===== src/design/orsp_pkg.sv =====
`default_nettype none
package orsp_pkg;

    localparam int CODE_SHOW_MAX_DEF = 20;

    // queue between front and back, and result queue
    localparam int Q_DEPTH = 2;
    localparam int QA_W    = $clog2(Q_DEPTH);
    localparam int QC_W    = $clog2(Q_DEPTH + 1);

    localparam logic [3:0] EV_START  = 4'd0;
    localparam logic [3:0] EV_NUMBER = 4'd1;
    localparam logic [3:0] EV_CODE   = 4'd2;
    localparam logic [3:0] EV_CHAR   = 4'd3;
    localparam logic [3:0] EV_STREND = 4'd4;
    localparam logic [3:0] EV_PATCH  = 4'd5;
    localparam logic [3:0] EV_TARGET = 4'd6;
    localparam logic [3:0] EV_DONE   = 4'd7;
    localparam logic [3:0] EV_ERROR  = 4'd8;

    localparam logic [3:0] K_CODE   = 4'd0;
    localparam logic [3:0] K_BSS    = 4'd1;
    localparam logic [3:0] K_INIT   = 4'd2;
    localparam logic [3:0] K_BYTE   = 4'd3;
    localparam logic [3:0] K_SHORT  = 4'd4;
    localparam logic [3:0] K_WORD   = 4'd5;
    localparam logic [3:0] K_MODULE = 4'd6;
    localparam logic [3:0] K_GLOBAL = 4'd7;
    localparam logic [3:0] K_LABEL  = 4'd8;
    localparam logic [3:0] K_DATA   = 4'd9;
    localparam logic [3:0] K_COMMON = 4'd10;

    localparam logic [1:0] ERR_NONE   = 2'd0;
    localparam logic [1:0] ERR_TAG    = 2'd1;
    localparam logic [1:0] ERR_TARGET = 2'd2;
    localparam logic [1:0] ERR_END    = 2'd3;

    localparam logic [1:0] TK_MODULE = 2'd3;

    localparam logic [7:0] PATCH_BASE  = 8'h12;
    localparam logic [7:0] TARGET_BASE = 8'h0f;

    // one classified stream byte
    typedef struct packed {
        logic [7:0] data;
        logic       is_end;
        logic       tag_ok;
        logic [3:0] tag_kind;
        logic       is_ptag;
        logic       is_tgt;
        logic       is_mtgt;
    } t_item;

    typedef struct packed {
        logic [3:0]  event_res;
        logic [3:0]  record_kind;
        logic [31:0] value;
        logic [3:0]  patch_index;
        logic [1:0]  target_kind;
        logic [1:0]  error_code;
        logic [31:0] record_pc;
        logic        record_done;
    } t_result;

endpackage
`default_nettype wire


===== src/design/orsp_front.sv =====
`default_nettype none
module orsp_front (
    input  wire                  i_clk,
    input  wire                  i_rst_n,
    input  wire                  i_push,
    output logic                 o_full,
    input  wire  [7:0]           i_data_byte,
    input  wire                  i_stream_end,
    output logic                 o_q_valid,
    output orsp_pkg::t_item      o_q_item,
    input  wire                  i_q_pop
);

    orsp_pkg::t_item                 w_item;
    orsp_pkg::t_item                 r_mem [orsp_pkg::Q_DEPTH];
    logic [orsp_pkg::QA_W-1:0]       r_wr, n_wr, r_rd, n_rd;
    logic [orsp_pkg::QC_W-1:0]       r_cnt, n_cnt;
    logic                            w_push, w_pop;

    // classify the byte as tag, patch tag or target tag
    always_comb begin
        w_item          = '0;
        w_item.data     = i_data_byte;
        w_item.is_end   = i_stream_end;
        w_item.tag_ok   = 1'b1;
        case (i_data_byte)
            8'h01: w_item.tag_kind = orsp_pkg::K_CODE;
            8'h02: w_item.tag_kind = orsp_pkg::K_BSS;
            8'h03: w_item.tag_kind = orsp_pkg::K_INIT;
            8'h09: w_item.tag_kind = orsp_pkg::K_BYTE;
            8'h0a: w_item.tag_kind = orsp_pkg::K_SHORT;
            8'h0c: w_item.tag_kind = orsp_pkg::K_WORD;
            8'h20: w_item.tag_kind = orsp_pkg::K_MODULE;
            8'h22: w_item.tag_kind = orsp_pkg::K_GLOBAL;
            8'h23: w_item.tag_kind = orsp_pkg::K_LABEL;
            8'h24: w_item.tag_kind = orsp_pkg::K_DATA;
            8'h25: w_item.tag_kind = orsp_pkg::K_COMMON;
            default: begin
                w_item.tag_ok   = 1'b0;
                w_item.tag_kind = orsp_pkg::K_CODE;
            end
        endcase
        w_item.is_ptag  = i_data_byte inside {[8'h13:8'h1f]};
        w_item.is_tgt   = i_data_byte inside {[8'h0f:8'h11]};
        w_item.is_mtgt  = (i_data_byte == 8'h12);
    end

    assign o_full    = (r_cnt == orsp_pkg::QC_W'(orsp_pkg::Q_DEPTH));
    assign o_q_valid = (r_cnt != '0);
    assign o_q_item  = r_mem[r_rd];
    assign w_push    = i_push && !o_full;
    assign w_pop     = i_q_pop && o_q_valid;

    always_comb begin
        n_wr  = r_wr;
        n_rd  = r_rd;
        n_cnt = r_cnt;
        if (w_push) begin
            n_wr = (r_wr == orsp_pkg::QA_W'(orsp_pkg::Q_DEPTH - 1)) ? '0 : r_wr + 1'b1;
        end
        if (w_pop) begin
            n_rd = (r_rd == orsp_pkg::QA_W'(orsp_pkg::Q_DEPTH - 1)) ? '0 : r_rd + 1'b1;
        end
        if (w_push && !w_pop) begin
            n_cnt = r_cnt + 1'b1;
        end else if (w_pop && !w_push) begin
            n_cnt = r_cnt - 1'b1;
        end
    end

    always_ff @(posedge i_clk) begin
        if (!i_rst_n) begin
            r_wr  <= '0;
            r_rd  <= '0;
            r_cnt <= '0;
        end else begin
            r_wr  <= n_wr;
            r_rd  <= n_rd;
            r_cnt <= n_cnt;
        end
    end

    always_ff @(posedge i_clk) begin
        if (w_push) begin
            r_mem[r_wr] <= w_item;
        end
    end

endmodule
`default_nettype wire


===== src/design/orsp_back.sv =====
`default_nettype none
module orsp_back #(
    parameter int CODE_SHOW_MAX = orsp_pkg::CODE_SHOW_MAX_DEF
) (
    input  wire                  i_clk,
    input  wire                  i_rst_n,
    input  wire                  i_q_valid,
    input  wire orsp_pkg::t_item i_q_item,
    output logic                 o_q_pop,
    output logic                 o_empty,
    input  wire                  i_pop,
    output orsp_pkg::t_result    o_res
);

    localparam logic [2:0] PH_TAG       = 3'd0;
    localparam logic [2:0] PH_NUM_FIRST = 3'd1;
    localparam logic [2:0] PH_NUM_CONT  = 3'd2;
    localparam logic [2:0] PH_CODE      = 3'd3;
    localparam logic [2:0] PH_STRING    = 3'd4;
    localparam logic [2:0] PH_PATCH     = 3'd5;
    localparam logic [2:0] PH_DONE      = 3'd6;
    localparam logic [2:0] PH_ERR       = 3'd7;

    localparam logic [7:0] SHOW_MAX = 8'(CODE_SHOW_MAX);

    logic [2:0]  r_phase, n_phase;
    logic [3:0]  r_kind, n_kind;
    logic [31:0] r_acc, n_acc;
    logic        r_neg, n_neg;
    logic [31:0] r_left, n_left;
    logic [7:0]  r_shown, n_shown;
    logic [3:0]  r_patch, n_patch;
    logic [31:0] r_pc, n_pc;
    logic [31:0] r_spc, n_spc;
    logic [1:0]  r_err, n_err;

    orsp_pkg::t_result            w_res;
    logic                         w_res_vld;
    logic [31:0]                  w_num;
    logic [31:0]                  w_left_dec;
    logic [2:0]                   w_inc;
    logic [2:0]                   w_tag_next;
    logic [7:0]                   w_b;
    logic                         w_fire;
    logic                         w_opush, w_opop, w_ofull;

    orsp_pkg::t_result            r_omem [orsp_pkg::Q_DEPTH];
    logic [orsp_pkg::QA_W-1:0]    r_owr, r_ord;
    logic [orsp_pkg::QC_W-1:0]    r_ocnt, n_ocnt;

    assign w_b        = i_q_item.data;
    assign w_ofull    = (r_ocnt == orsp_pkg::QC_W'(orsp_pkg::Q_DEPTH));
    assign w_opop     = i_pop && !o_empty;
    assign w_fire     = i_q_valid && (!w_ofull || w_opop);
    assign o_q_pop    = w_fire;
    assign w_opush    = w_fire && w_res_vld;
    assign w_left_dec = (r_left != '0) ? r_left - 32'd1 : r_left;

    // next phase and pc step of a record tag
    always_comb begin
        w_inc      = 3'd0;
        w_tag_next = PH_NUM_FIRST;
        case (i_q_item.tag_kind)
            orsp_pkg::K_INIT: begin
                w_inc      = 3'd4;
                w_tag_next = PH_TAG;
            end
            orsp_pkg::K_BYTE: begin
                w_inc      = 3'd1;
                w_tag_next = PH_PATCH;
            end
            orsp_pkg::K_SHORT: begin
                w_inc      = 3'd2;
                w_tag_next = PH_PATCH;
            end
            orsp_pkg::K_WORD: begin
                w_inc      = 3'd4;
                w_tag_next = PH_PATCH;
            end
            orsp_pkg::K_GLOBAL, orsp_pkg::K_LABEL: w_tag_next = PH_STRING;
            default: w_tag_next = PH_NUM_FIRST;
        endcase
    end

    always_comb begin
        n_phase   = r_phase;
        n_kind    = r_kind;
        n_acc     = r_acc;
        n_neg     = r_neg;
        n_left    = r_left;
        n_shown   = r_shown;
        n_patch   = r_patch;
        n_pc      = r_pc;
        n_spc     = r_spc;
        n_err     = r_err;
        w_res     = '0;
        w_res_vld = 1'b0;
        w_num     = '0;

        if (r_phase == PH_DONE) begin
            w_res_vld           = 1'b1;
            w_res.event_res     = orsp_pkg::EV_DONE;
            w_res.record_pc     = r_pc;
        end else if (r_phase == PH_ERR) begin
            w_res_vld           = 1'b1;
            w_res.event_res     = orsp_pkg::EV_ERROR;
            w_res.error_code    = r_err;
            w_res.record_pc     = r_spc;
        end else if (i_q_item.is_end) begin
            w_res_vld = 1'b1;
            if (r_phase == PH_TAG) begin
                n_phase             = PH_DONE;
                w_res.event_res     = orsp_pkg::EV_DONE;
                w_res.record_pc     = r_pc;
            end else begin
                n_phase             = PH_ERR;
                n_err               = orsp_pkg::ERR_END;
                w_res.event_res     = orsp_pkg::EV_ERROR;
                w_res.error_code    = orsp_pkg::ERR_END;
                w_res.record_pc     = r_spc;
            end
        end else begin
            w_res.record_pc = r_spc;
            case (r_phase)
                PH_TAG: begin
                    w_res_vld = 1'b1;
                    if (!i_q_item.tag_ok) begin
                        n_phase          = PH_ERR;
                        n_err            = orsp_pkg::ERR_TAG;
                        w_res.event_res  = orsp_pkg::EV_ERROR;
                        w_res.error_code = orsp_pkg::ERR_TAG;
                    end else begin
                        n_kind            = i_q_item.tag_kind;
                        n_patch           = '0;
                        n_spc             = r_pc;
                        n_pc              = r_pc + {29'd0, w_inc};
                        n_phase           = w_tag_next;
                        w_res.event_res   = orsp_pkg::EV_START;
                        w_res.record_pc   = r_pc;
                        w_res.record_done = (i_q_item.tag_kind == orsp_pkg::K_INIT);
                    end
                end
                PH_NUM_FIRST, PH_NUM_CONT: begin
                    if (r_phase == PH_NUM_FIRST) begin
                        n_neg = w_b[6];
                        n_acc = {26'd0, w_b[5:0]};
                    end else begin
                        n_acc = {r_acc[24:0], w_b[6:0]};
                    end
                    if (w_b[7]) begin
                        n_phase = PH_NUM_CONT;
                    end else begin
                        // last byte of the number: act on the record kind
                        w_num             = n_neg ? 32'd0 - n_acc : n_acc;
                        w_res_vld         = 1'b1;
                        w_res.event_res   = orsp_pkg::EV_NUMBER;
                        w_res.value       = w_num;
                        case (r_kind)
                            orsp_pkg::K_CODE: begin
                                n_pc    = r_pc + w_num;
                                n_left  = w_num[31] ? '0 : w_num;
                                n_shown = '0;
                                if (w_num[31] || w_num == '0) begin
                                    w_res.record_done = 1'b1;
                                    n_phase           = PH_TAG;
                                end else begin
                                    n_phase = PH_CODE;
                                end
                            end
                            orsp_pkg::K_BSS: begin
                                n_pc              = r_pc + w_num;
                                w_res.record_done = 1'b1;
                                n_phase           = PH_TAG;
                            end
                            orsp_pkg::K_DATA, orsp_pkg::K_COMMON: n_phase = PH_STRING;
                            orsp_pkg::K_BYTE, orsp_pkg::K_SHORT, orsp_pkg::K_WORD: begin
                                w_res.patch_index = r_patch;
                                n_phase           = PH_PATCH;
                            end
                            default: begin
                                w_res.record_done = 1'b1;
                                n_phase           = PH_TAG;
                            end
                        endcase
                    end
                end
                PH_CODE: begin
                    n_left = w_left_dec;
                    if (w_left_dec == '0) begin
                        n_phase = PH_TAG;
                    end
                    // show the first bytes, drop the rest silently
                    if (r_shown < SHOW_MAX) begin
                        n_shown           = r_shown + 8'd1;
                        w_res_vld         = 1'b1;
                        w_res.event_res   = orsp_pkg::EV_CODE;
                        w_res.value       = {24'd0, w_b};
                        w_res.record_done = (w_left_dec == '0);
                    end
                end
                PH_STRING: begin
                    w_res_vld = 1'b1;
                    if (w_b != 8'd0) begin
                        w_res.event_res = orsp_pkg::EV_CHAR;
                        w_res.value     = {24'd0, w_b};
                    end else begin
                        n_phase           = PH_TAG;
                        w_res.event_res   = orsp_pkg::EV_STREND;
                        w_res.record_done = 1'b1;
                    end
                end
                PH_PATCH: begin
                    w_res_vld = 1'b1;
                    if (i_q_item.is_ptag) begin
                        n_patch           = 4'(w_b - orsp_pkg::PATCH_BASE);
                        n_phase           = PH_NUM_FIRST;
                        w_res.event_res   = orsp_pkg::EV_PATCH;
                        w_res.patch_index = 4'(w_b - orsp_pkg::PATCH_BASE);
                    end else if (i_q_item.is_tgt) begin
                        n_phase           = PH_STRING;
                        w_res.event_res   = orsp_pkg::EV_TARGET;
                        w_res.target_kind = 2'(w_b - orsp_pkg::TARGET_BASE);
                    end else if (i_q_item.is_mtgt) begin
                        n_phase           = PH_TAG;
                        w_res.event_res   = orsp_pkg::EV_TARGET;
                        w_res.target_kind = orsp_pkg::TK_MODULE;
                        w_res.record_done = 1'b1;
                    end else begin
                        n_phase          = PH_ERR;
                        n_err            = orsp_pkg::ERR_TARGET;
                        w_res.event_res  = orsp_pkg::EV_ERROR;
                        w_res.error_code = orsp_pkg::ERR_TARGET;
                    end
                end
                default: begin
                    w_res_vld        = 1'b1;
                    n_phase          = PH_ERR;
                    n_err            = orsp_pkg::ERR_END;
                    w_res.event_res  = orsp_pkg::EV_ERROR;
                    w_res.error_code = orsp_pkg::ERR_END;
                end
            endcase
        end
        w_res.record_kind = n_kind;
    end

    always_ff @(posedge i_clk) begin
        if (!i_rst_n) begin
            r_phase <= PH_TAG;
            r_kind  <= '0;
            r_acc   <= '0;
            r_neg   <= 1'b0;
            r_left  <= '0;
            r_shown <= '0;
            r_patch <= '0;
            r_pc    <= '0;
            r_spc   <= '0;
            r_err   <= orsp_pkg::ERR_NONE;
        end else if (w_fire) begin
            r_phase <= n_phase;
            r_kind  <= n_kind;
            r_acc   <= n_acc;
            r_neg   <= n_neg;
            r_left  <= n_left;
            r_shown <= n_shown;
            r_patch <= n_patch;
            r_pc    <= n_pc;
            r_spc   <= n_spc;
            r_err   <= n_err;
        end
    end

    // result queue
    assign o_empty = (r_ocnt == '0);
    assign o_res   = r_omem[r_ord];

    always_comb begin
        n_ocnt = r_ocnt;
        if (w_opush && !w_opop) begin
            n_ocnt = r_ocnt + 1'b1;
        end else if (w_opop && !w_opush) begin
            n_ocnt = r_ocnt - 1'b1;
        end
    end

    always_ff @(posedge i_clk) begin
        if (!i_rst_n) begin
            r_owr  <= '0;
            r_ord  <= '0;
            r_ocnt <= '0;
        end else begin
            r_ocnt <= n_ocnt;
            if (w_opush) begin
                r_owr <= (r_owr == orsp_pkg::QA_W'(orsp_pkg::Q_DEPTH - 1)) ?
                         '0 : r_owr + 1'b1;
            end
            if (w_opop) begin
                r_ord <= (r_ord == orsp_pkg::QA_W'(orsp_pkg::Q_DEPTH - 1)) ?
                         '0 : r_ord + 1'b1;
            end
        end
    end

    always_ff @(posedge i_clk) begin
        if (w_opush) begin
            r_omem[r_owr] <= w_res;
        end
    end

    a_ocnt_bound: assert property (@(posedge i_clk) disable iff (!i_rst_n)
        r_ocnt <= orsp_pkg::QC_W'(orsp_pkg::Q_DEPTH))
        else $error("result queue overflow");

    a_halt_emits: assert property (@(posedge i_clk) disable iff (!i_rst_n)
        (w_fire && (r_phase == PH_DONE || r_phase == PH_ERR)) |-> w_opush)
        else $error("halted parser dropped a result");

    a_done_sticky: assert property (@(posedge i_clk) disable iff (!i_rst_n)
        (r_phase == PH_DONE) |=> (r_phase == PH_DONE))
        else $error("parser left the done state");

    a_err_sticky: assert property (@(posedge i_clk) disable iff (!i_rst_n)
        (r_phase == PH_ERR) |=> (r_phase == PH_ERR && $stable(r_err)))
        else $error("error state or code changed");

endmodule
`default_nettype wire


===== src/design/object_record_stream_parser_top.sv =====
// Object record stream parser.
// Input channel: one stream byte per beat (i_data_byte, i_stream_end),
// taken at an edge where i_push is high and o_full is low.
// Result channel: one event per beat, the oldest on the o_* payload ports
// while o_empty is low, taken at an edge where i_pop is high.
// A byte gives at most one event: the leading bytes of a multi-byte
// number and the code bytes past CODE_SHOW_MAX give none.
// Path: a byte that gives an event is registered in the classify queue;
// the parser then writes its event into the result queue once that queue
// has room, and o_empty falls.
// Throughput: one byte per cycle while the result queue has room; the
// parser updates its whole state as it takes each byte.
// After the stream ends or an error is seen the parser holds, and every
// later byte repeats the same done or error event.
// Reset (synchronous, i_rst_n low) empties both queues and returns the
// parser to expect a record tag with a zero program counter.
// When the receiver stalls, the two-entry result queue fills, the parser
// holds, and o_full rises once the two-entry input queue is full.
`default_nettype none
module object_record_stream_parser_top #(
    parameter int CODE_SHOW_MAX = orsp_pkg::CODE_SHOW_MAX_DEF
) (
    input  wire         i_clk,
    input  wire         i_rst_n,
    input  wire         i_push,
    output logic        o_full,
    input  wire  [7:0]  i_data_byte,
    input  wire         i_stream_end,
    output logic        o_empty,
    input  wire         i_pop,
    output logic [3:0]  o_event_res,
    output logic [3:0]  o_record_kind,
    output logic signed [31:0] o_value,
    output logic [3:0]  o_patch_index,
    output logic [1:0]  o_target_kind,
    output logic [1:0]  o_error_code,
    output logic [31:0] o_record_pc,
    output logic        o_record_done
);

    logic               w_q_valid;
    logic               w_q_pop;
    orsp_pkg::t_item    w_q_item;
    orsp_pkg::t_result  w_res;

    orsp_front u_front (
        .i_clk        (i_clk),
        .i_rst_n      (i_rst_n),
        .i_push       (i_push),
        .o_full       (o_full),
        .i_data_byte  (i_data_byte),
        .i_stream_end (i_stream_end),
        .o_q_valid    (w_q_valid),
        .o_q_item     (w_q_item),
        .i_q_pop      (w_q_pop)
    );

    orsp_back #(
        .CODE_SHOW_MAX (CODE_SHOW_MAX)
    ) u_back (
        .i_clk     (i_clk),
        .i_rst_n   (i_rst_n),
        .i_q_valid (w_q_valid),
        .i_q_item  (w_q_item),
        .o_q_pop   (w_q_pop),
        .o_empty   (o_empty),
        .i_pop     (i_pop),
        .o_res     (w_res)
    );

    assign o_event_res   = w_res.event_res;
    assign o_record_kind = w_res.record_kind;
    assign o_value       = signed'(w_res.value);
    assign o_patch_index = w_res.patch_index;
    assign o_target_kind = w_res.target_kind;
    assign o_error_code  = w_res.error_code;
    assign o_record_pc   = w_res.record_pc;
    assign o_record_done = w_res.record_done;

endmodule
`default_nettype wire


===== config.mk =====
export PLATFORM = sky130hd
export DESIGN_NAME = object_record_stream_parser_top
export DESIGN_NICKNAME = d
export VERILOG_FILES = /design/src/design/orsp_pkg.sv /design/src/design/orsp_front.sv /design/src/design/orsp_back.sv /design/src/design/object_record_stream_parser_top.sv
export SDC_FILE = /design/constraint.sdc
export NUM_CORES = 1
export LEC_CHECK = 0
export ABC_CLOCK_PERIOD_IN_PS = 6100
export BUFFER_PORTS_ARGS = -buffer_cell sky130_fd_sc_hd__clkbuf_2
export CAP_MARGIN = 40
export CORE_UTILIZATION = 56
export DETAILED_ROUTE_END_ITERATION = 6
export PLACE_DENSITY = 0.78
export SYNTH_ARGS = -nofsm -noshare
export SYNTH_HDL_FRONTEND = slang
export SYNTH_HIERARCHICAL = 1
export SYNTH_SLANG_ARGS = --single-unit
export TNS_END_PERCENT = 50

===== constraint.sdc =====
create_clock -name i_clk -period 6.1 [get_ports i_clk]
set_input_delay 0 -clock i_clk [delete_from_list [all_inputs] [get_ports i_clk]]
set_output_delay 0 -clock i_clk [all_outputs]
set_load 0.005 [all_outputs]

==> flow_summary.ini <==
[cts]
numCtsBuffers = 37
tritoncts_num_sinks = 349
cts_resized = 0
htree_num_levels = 2
worst_setup_hold_path_clk_slew_ns = 0.07
postCtsSetupBuffers = 0
tritoncts = done
ctsRootBufferMaster = clkbuf_16
ctsLongestPathBuffers = 3
worstSkewPairLatency_ns = 0.54

[worst_setup_path]
timing.critical_path.cells = mux2_2, inv_1, ha_1, or3b_2, nor3_2, buf_4, nor2_1, a21oi_1, nor2_1, ha_1, a21o_1, a21o_1, a221o_1, a31o_2, a21o_1, o41a_1, a31o_2, mux2i_1, mux2i_1
timing.critical_path.slowest_cell_delay_ns = 0.57
critical_path_data_arrival_time_ns = 5.88
cp-start-kind = register
setup.worst_path.class = reg2reg
critical-path-top-cell-by-count = a21o_1
crit_family = compound AO/OA/AOI/OAI gates
critPathRequiredTime_ns = 6.57
worstSetupEndpointType = register
critical_path.n_buffers_inverters = 2
worst-path-max-fanout = 10
cell_with_the_biggest_individual_delay_on_the_critical_path = dfxtp_1

[layout]
most-common-layout-cells = 237 x nand2_1, 196 x edfxtp_1, 175 x nor2_1, 152 x dfxtp_1, 138 x mux2_2
design_area_um2 = 21100
finalCoreUtilization_pct = 64.5
post_route_cells_drive_above_1_share_pct = 18.3
final_nets = 2049
area_grow_syn2layout_pct = 12.3
filler_cell_count = 2591
post_route_insts_no_fill = 2466
final_common_cell = nand2_1
n_antenna_cell = 0

[synth]
yosys.cell_types.count = 85
post_synth_main_area_contributors = edfxtp_1 31%, dfxtp_1 16%, mux2_2 8.3%, nand2_1 4.7%, nor2_1 3.5%
synth-seq-area-share_pct = 47.5
synth.cell_area_um2 = 18800
yosysWarningCount = 6
syn-mean-instance-area_um2 = 9.77
number_of_cells_produced_by_synthesis = 1927
synth_edf_count = 196
synth_ff_type = edfxtp_1
asyncSetResetFlopFracSynth_pct = 0
syn-num-nets = 1981
synth_top_cell_area_share_pct = 31.3
synth.largest_area_cell = edfxtp_1
synth.ff_latch_count = 349

[floorplanning]
row_count = 66
num_ports = 96
core_region_area_um2 = 32800
chipWidth_um = 185
die_area_um2 = 34400
effective_utilization_at_floorplan_pct = 57.4
die_h_um = 185

[placement]
place.gp.congestion = 0.964
place.port_buffers = 95
placement.cell_area_um2 = 19800
dpl.cell_count = 2388
place_hpwl_mm = 34.3
preCtsSetupSlack_ns = 0.768

[power_and_ir_drop]
power.total_mw = 10.3
pwr_density_cell_nw_per_um2 = 487
leakage_nw = 7.92
power.ir.vdd_worst_mv = 0.309

[grt]
grt_max_degree = 94
antenna_found_initial = 0
first_pass_grt_wire_length_mm = 77.7
track_usage_pct = 28.9
grt.met3_usage_pct = 5.07
first_global_vias = 14528
grt_util_met2_pct = 46.9
grt_overflow = 0
met1_usage_pct = 38.3
top_usage_layer = met2

[sta]
finalWorstPathRequiredPeriod_ns = 5.41
worst-slew-pin-transition_ns = 0.903
maxClockFrequency_mhz = 185
min_period_over_period_pct = 88.7
final.hold.worst_slack_ns = 0.0552
totalNegativeSetupSlack_ns = 0
postLayoutSetupSlackWorst_ns = 0.688
maxSlewViolCount = 0
setup_viol_count_final = 0
headroom_to_the_max_slew_limit_pct = 39.4
grt_setup_unrepaired = no
finClkSkew_ns = 0.0319
finalHoldViolCount = 0

[drt]
drtAntennaViolNets = 0
wirelength_mm = 49.4
first_pass_detailed_route_iteration_total = 6
routed_via_count = 15215
detail_route.drc_violations = 0
dr.first_iter.drc_count = 1730
per_cell_routed_wire_length_um = 20.0
via_per_inst = 6.17

[min_path]
worstHoldPathType = in2reg

[flow_run]
drv_cap = 0

[run_status]
run_status = complete, no violations
final cells by class:
type	instances	area, um2	area share, %
clock buffer	48	988	4.68
clock inverter	20	239	1.13
inverter	27	101	0.480
multi-input combinational	1429	9330	44.1
sequential	349	8950	42.4
tap	442	553	2.62
timing repair buffer	151	971	4.59
final timing paths:
| path | slack [ns] | endpoint | cells after the start | start |
|---|---|---|---|---|
| max | 0.69 | u_back/r_pc[31]$_SDFFE_PN0P_ | 19 | register |
| min | 0.06 | u_back/r_neg$_SDFFE_PN0P_ | 2 | i_rst_n |
| max reg2reg | 0.69 | u_back/r_pc[31]$_SDFFE_PN0P_ | 19 | register |
| min reg2reg | 0.46 | u_back/r_spc[27]$_SDFFE_PN0P_ | 2 | u_back/r_spc[27]$_SDFFE_PN0P_ |
routing by layer:
layer  part of all wire (%)  wire length (um)  vias to the layer above
li1                       -                 -                     7215
met1                     43             21000                     7242
met2                     47             23000                      639
met3                    7.3              3600                      119
met4                    3.6              1760                        0
met5                      0                 0                        -
Yosys cell counts (5+ instances only):
cell type / n
buf_1: 7
nor2b_1: 27
or3_1: 18
a21boi_0: 78
a211oi_1: 11
nand3_1: 53
o31ai_1: 8
xor2_1: 21
inv_1: 27
nor4_1: 28
nor2_1: 176
or2_2: 7
a31oi_1: 22
and2_1: 43
o211a_1: 14
clkbuf_1: 104
mux2i_1: 10
o211ai_1: 9
or4_1: 8
mux2_2: 138
nand3b_1: 9
edfxtp_1: 196
nor3b_1: 7
nand4_1: 14
o21a_1: 15
o31a_1: 7
a21o_1: 17
nand2_1: 237
o41ai_1: 5
ha_1: 40
a22oi_1: 12
o21ai_0: 89
dfxtp_1: 153
o22ai_1: 8
nor3_1: 44
a21oi_1: 93
o32ai_1: 6
and3_1: 14
nand2b_1: 16
a32oi_1: 5
xnor2_1: 35
o221ai_1: 12
buf_2: 5
state kept, by name, summed over array words and instances, names as in the netlist, named ones only:
name / flops
u_back/r_shown: 8
u_front/r_rd: 1
u_back/r_left: 32
u_back/r_omem: 162
u_back/r_spc: 32
u_back/r_phase: 3
u_back/r_neg: 1
u_back/r_owr: 1
u_back/r_ord: 1
u_back/r_pc: 32
u_back/r_acc: 25
u_back/r_err: 2
u_back/r_patch: 4
u_back/r_ocnt: 2
u_front/r_cnt: 2
u_front/r_wr: 1
u_front/r_mem: 34
u_back/r_kind: 4
timing repair:
action | CTS | global route
hold buffers | 10 | 0
hold endpoints to repair | 25 | 0
endpoints found under the setup margin | 0 | 0
power by group:
group          internal [mW]  leakage (nW)  switching, mW
registers               3.03          3.11          0.226
clock network           1.33         0.595          0.935
logic                   1.78          4.22           3.00
cells by family after synthesis:
kind of cell,share of synthesized area (%)
xor+xnor,2.61
simple gates,18.9
flops,47.5
compound gates,16.3
mux,8.79
fa+ha+maj,2.82
buf+inv,3.12
worst register-to-register path, stage by stage, from the launching register on:
cell and delay [ns]:
dfxtp_1 0.57, mux2_2 0.44, inv_1 0.22, ha_1 0.29, or3b_2 0.49, nor3_2 0.11
buf_4 0.19, nor2_1 0.05, a21oi_1 0.27, nor2_1 0.10, ha_1 0.34, a21o_1 0.21
a21o_1 0.17, a221o_1 0.40, a31o_2 0.32, a21o_1 0.20, o41a_1 0.35, a31o_2 0.27
mux2i_1 0.17, mux2i_1 0.20
Note: power is estimated with default switching activity, not from simulation.
